$ cat src/rtl/rnes_pkg.sv
package rnes_pkg;

	localparam int MAX_BASIS = 8;
	localparam int IDX_W     = $clog2(MAX_BASIS);
	localparam int CNT_W     = $clog2(MAX_BASIS + 1);

	localparam logic [3:0] REG_REGULARIZATION = 4'd0;
	localparam logic [3:0] REG_BASIS_COUNT    = 4'd1;

	localparam logic signed [63:0] SMAX = 64'sh7FFF_FFFF_FFFF_FFFF;
	localparam logic signed [63:0] SMIN = 64'sh8000_0000_0000_0000;

	typedef enum logic [4:0] {
		ST_IDLE, ST_ACC, ST_DRAIN, ST_REG, ST_PIV_INIT, ST_PIV_SCAN, ST_SWAP, ST_CHECK,
		ST_DIV_GO, ST_DIV_WAIT, ST_MUL_GO, ST_MUL_WAIT, ST_BK_CHECK, ST_BK_DIV_GO,
		ST_BK_DIV_WAIT, ST_BK_MUL_GO, ST_BK_MUL_WAIT, ST_EMIT
	} st_t;

	typedef struct packed {
		logic              start;
		logic signed [63:0] a;
		logic signed [63:0] b;
	} op_req_t;

	typedef struct packed {
		logic              done;
		logic signed [63:0] res;
	} op_rsp_t;

	function automatic logic signed [63:0] sat_add(logic signed [63:0] a, logic signed [63:0] b);
		logic signed [64:0] s;
		s = {a[63], a} + {b[63], b};
		if (s[64] != s[63]) return s[64] ? SMIN : SMAX;
		return s[63:0];
	endfunction

	function automatic logic signed [63:0] sat_sub(logic signed [63:0] a, logic signed [63:0] b);
		logic signed [64:0] s;
		s = {a[63], a} - {b[63], b};
		if (s[64] != s[63]) return s[64] ? SMIN : SMAX;
		return s[63:0];
	endfunction

	function automatic logic [63:0] mag(logic signed [63:0] a);
		return a[63] ? 64'(-a) : 64'(a);
	endfunction

	function automatic logic signed [63:0] to_signed(logic [63:0] m, logic neg, logic ovf);
		if (neg) begin
			if (ovf || m[63]) return SMIN;
			return -$signed(m);
		end
		if (ovf || m[63]) return SMAX;
		return $signed(m);
	endfunction

endpackage

$ cat src/rtl/rnes_lane.sv
// One row lane: Q16.16 product, then saturating add onto the stored entry.
module rnes_lane (
	input  logic               clk,
	input  logic signed [31:0] a,
	input  logic signed [31:0] b,
	input  logic signed [63:0] acc,
	output logic signed [63:0] sum
);
	logic signed [63:0] prod_s1;

	always_ff @(posedge clk) begin
		prod_s1 <= a * b;
	end

	assign sum = rnes_pkg::sat_add(acc, prod_s1);
endmodule

$ cat config.mk
export PLATFORM = sky130hd
export DESIGN_NAME = rnes_lane
export DESIGN_NICKNAME = d
export VERILOG_FILES = /design/src/rtl/rnes_pkg.sv /design/src/rtl/rnes_lane.sv
export SDC_FILE = /design/constraint.sdc
export NUM_CORES = 2
export LEC_CHECK = 0
export BUFFER_PORTS_ARGS = -buffer_cell sky130_fd_sc_hd__buf_4
export CAP_MARGIN = 20
export CORE_UTILIZATION = 30
export CTS_CLUSTER_SIZE = 14
export DETAILED_ROUTE_END_ITERATION = 6
export GPL_TIMING_DRIVEN = 0
export SKIP_LAST_GASP = 1
export SLEW_MARGIN = 0
export SYNTH_ARGS = -nofsm -noshare
export SYNTH_HDL_FRONTEND = slang
export SYNTH_SLANG_ARGS = --single-unit
$ cat constraint.sdc
create_clock -name clk -period 22 [get_ports clk]
set_input_delay 4.4 -clock clk [delete_from_list [all_inputs] [get_ports clk]]
set_output_delay 4.4 -clock clk [all_outputs]
set_load 0.05 [all_outputs]
==> run summary <==
After detailed routing, the number of remaining DRC violations is 4. Commonest register cell after synthesis: sky130_fd_sc_hd__dfxtp_1. 193 I/O pins were placed. The count of buffers inserted at the top-level ports is 192, and the count of nets left with antenna violations after detail routing is 0. The clock transition at the register clock pins on the worst setup and hold paths after CTS is 0.05 ns.

The overall fraction of global-route tracks in use was 22.36%; the xor/xnor cell area share of the yosys netlist was 2.762%. For this design, the CTS-stage hold fixing added 0 buffers. Main combinational cell family by area after synthesis: adder cells. The logs give 35020 for the number of global-route vias before repair and 0 ns for the sum of negative setup slack. Counting instances in the post-synthesis netlist gives the leading cell types as sky130_fd_sc_hd__fa_1 (1083), sky130_fd_sc_hd__inv_1 (1035), sky130_fd_sc_hd__nand2_1 (587). The number of unique standard cell types used by synthesis came out at 78. For the initial antenna violation count, the log shows 14. The floorplan step set the die width to 375.6 µm. Setup repair after global routing left no endpoint under its margin.

The first element of the critical path is b[5]. Share of the synthesized area in compound gates (AO/OA/AOI/OAI): 7.860%. In this run the clock root is driven by a sky130_fd_sc_hd__clkbuf_16.

The number of slew-limit violations in the final report is 0, and the mean area per synthesized cell is 9.097 µm². Synthesis handed over a netlist of 4602 instances. The post-synthesis async set-or-reset flop share came out at 0%.

Using the TritonRoute via totals, the vias-per-cell ratio works out to 4.991. The logs give 0 for the number of setup violations in the final report and 3.060% for the proportion of synthesized chip area in sequential cells. After layout, the worst path uses 62.38% of the clock period. The initial utilization of the core area, before any placement, comes to 30.34%. The run gives 0 as the number of warning messages in the yosys log. The pre-antenna-repair detailed-routing pass consisted of 7 iterations. The worst setup path is captured at a flip-flop. The number of rows in the core area was 136; the worst-case clock buffer depth was 2. The number of clock buffers added by TritonCTS is 9. The run gives 41860 µm² as the cell area after technology mapping. For this run, the post-layout net count is 6268. The flow ran to the end, but the final reports show violations. The peak per-stage delay on the critical path was 0.86 ns; the synthesized netlist net count was 6062. The checks that failed: design-rule violations. Counting every sink on the clock net gives 64.

Cells with a size suffix above 1 make up 5.984% of the layout. Count of maximum capacitance violations: 0. The first global-routing pass estimated 229500 µm of wire. TritonCTS built the clock tree.

Yosys attributes the largest share of cell area to sky130_fd_sc_hd__fa_1 (52%), sky130_fd_sc_hd__inv_1 (9.3%), sky130_fd_sc_hd__and2_1 (7.4%). The routed design could run at a clock period as short as 13.72 ns. The largest registers in the layout are prod_s1 x64. Last weighted congestion value of the routability-driven placer: 1.016. The die height came out at 375.6 µm. Once the clock tree was built, the setup fixing pass inserted 0 buffers. Worst slew margin relative to its limit: 15.13%. The worst setup path is launched from an input port.

Summed over all nets, the half-perimeter wirelength after detailed placement is 136200 µm. The register with the most flip-flops in the layout has 64 of them. Summed over all layers, the global routing overflow is 0.

Dividing the detail-routed wire length by the instance count gives 23.42 µm. Final hold violation count: 0. Core footprint: 138000 µm². The worst path arrival time is 13.95 ns. Worst hold path class: input port to flip-flop. The master of the slowest instance on the critical path was sky130_fd_sc_hd__fa_1. The classification of the worst setup path was input port to flip-flop.

The placement-stage worst setup slack was 8.125 ns; the H-tree depth reported by CTS was 3. Counting flops with a built-in enable in the synthesized netlist gives 0. The die covers 141000 µm².

From synthesis to final layout, the design area changed by 9.949%. For the critical path data required time, the log shows 22.22 ns. The worst path meets setup with 8.277 ns of slack.

The tools report the startpoint of the worst hold path as b[0]. Entering global routing, the biggest net connects 18 pins. Peak fanout along the critical path: 10. The post-synthesis register bit count is 64. The share of synthesized cell area in and, or, nand and nor gates is 15.39%. The proportion of netlist area held by the largest area contributor came out at 51.79%. More flip-flops sit in one register than any other, and that register is prod_s1. The first routing iteration left 2796 violations.

Number of gates given a new drive strength after cts: 0. Summed over all instances, the cell type with the most area after synthesis is sky130_fd_sc_hd__fa_1. The tools report the upper clock frequency limit as 0.07287 GHz.

Multiplexer cells account for 0.1136% of the synthesized area. The most common cell in the synthesized netlist is sky130_fd_sc_hd__fa_1. Wires add up to 156500 µm. For the pin with the worst max-slew slack, the measured transition is 1.273 ns. The synthesized-area fraction occupied by adder cells works out to 59.20%. In this run the worst setup path terminates at prod_s1[63]. By instance count, the cell type seen most on the critical path is sky130_fd_sc_hd__fa_1. The via count came out at 33360.
==> per-layer routing <==
metal | track usage, % | up-vias | part of all wire [%] | wire [µm]
met2 | 36.28 | 1481 | 47 | 73140
met3 | 4.346 | 393 | 8.3 | 13010
met4 | 10.57 | 2 | 6.0 | 9385
met5 | 0 | - | 0.0089 | 14
li1 | - | 14090 | - | -
met1 | 28.61 | 17390 | 39 | 60960
==> worst max-delay path, delay by kind of cell <==
family	cells	cell delay (ns)
adder cells (fa/ha/maj)	9	4.90
buffers and inverters	9	2.12
XOR/XNOR	1	0.13
AND/OR/NAND/NOR	3	0.62
AO/OA/AOI/OAI	7	1.74
==> layout by cell type (no fill, tap or decap), types with 19 or more instances in the layout <==
| master | synthesis | routed |
|---|---|---|
| sky130_fd_sc_hd__o21ai_0 | 74 | 74 |
| sky130_fd_sc_hd__a31oi_1 | 22 | 22 |
| sky130_fd_sc_hd__dfxtp_1 | 64 | 64 |
| sky130_fd_sc_hd__nand3_1 | 20 | 20 |
| sky130_fd_sc_hd__o21bai_1 | 28 | 28 |
| sky130_fd_sc_hd__o21ai_2 | 23 | 23 |
| sky130_fd_sc_hd__nand2_1 | 587 | 587 |
| sky130_fd_sc_hd__ha_1 | 248 | 248 |
| sky130_fd_sc_hd__xnor2_1 | 84 | 84 |
| sky130_fd_sc_hd__a21o_1 | 58 | 58 |
| sky130_fd_sc_hd__inv_1 | 1035 | 1035 |
| sky130_fd_sc_hd__nor2_1 | 90 | 90 |
| sky130_fd_sc_hd__xor2_1 | 48 | 48 |
| sky130_fd_sc_hd__and2_1 | 498 | 498 |
| sky130_fd_sc_hd__clkbuf_1 | 206 | 206 |
| sky130_fd_sc_hd__buf_4 | 2 | 194 |
| sky130_fd_sc_hd__fa_1 | 1083 | 1083 |
| sky130_fd_sc_hd__a21oi_1 | 191 | 191 |
| sky130_fd_sc_hd__o21a_1 | 19 | 19 |
| sky130_fd_sc_hd__nand4_1 | 20 | 20 |
==> per-stage QoR <==
| stage | std cells | hold slack, ns | utilization, % | cell area (µm²) |
|---|---|---|---|---|
| 5_1_grt | 6677 | 4.409 | 33.34 | 46010 |
| 2_1_floorplan | 4602 | 4.527 | - | 41860 |
| 3_5_place_dp | 6659 | 4.785 | 33.10 | 45680 |
| 3_3_place_gp | 6657 | 4.792 | 33.07 | 45640 |
| 4_1_cts | 6675 | 4.419 | 33.33 | 46000 |
| 6_report | 6683 | 4.437 | 33.35 | 46030 |
==> worst min-delay path by stage <==
stage,slack (ns),end,depth (start not counted)
final,4.44,prod_s1[0],2
after global routing,4.41,prod_s1[0],2
after CTS,4.42,prod_s1[0],2
after detailed placement,4.79,prod_s1[0],2
after global placement,4.79,prod_s1[0],2
after floorplan,4.53,prod_s1[0],1
==> kinds of logic (layout without fill, tap and decap cells) <==
family	Yosys count	in the layout
simple gates	1303	1303
buf+inv	1266	1477
fa+ha+maj	1331	1331
other cells	0	7
xor+xnor	132	132
flops	64	64
compound gates	503	503
mux	3	3
==> cell type report <==
| type | count | area (µm²) |
|---|---|---|
| Antenna cell | 7 | 17.52 |
| Tap cell | 1863 | 2331 |
| Buffer | 231 | 978.4 |
| Clock buffer | 9 | 225.2 |
| Sequential cell | 64 | 1281 |
| Multi-Input combinational cell | 3272 | 35720 |
| Clock inverter | 7 | 96.34 |
| Fill cell | 14400 | 91970 |
| Inverter | 1035 | 3885 |
| Timing Repair Buffer | 195 | 1495 |
Power is left out: the tool's default activity adds up to more than one toggle a clock period on the data nets, which glitch-free logic cannot reach.
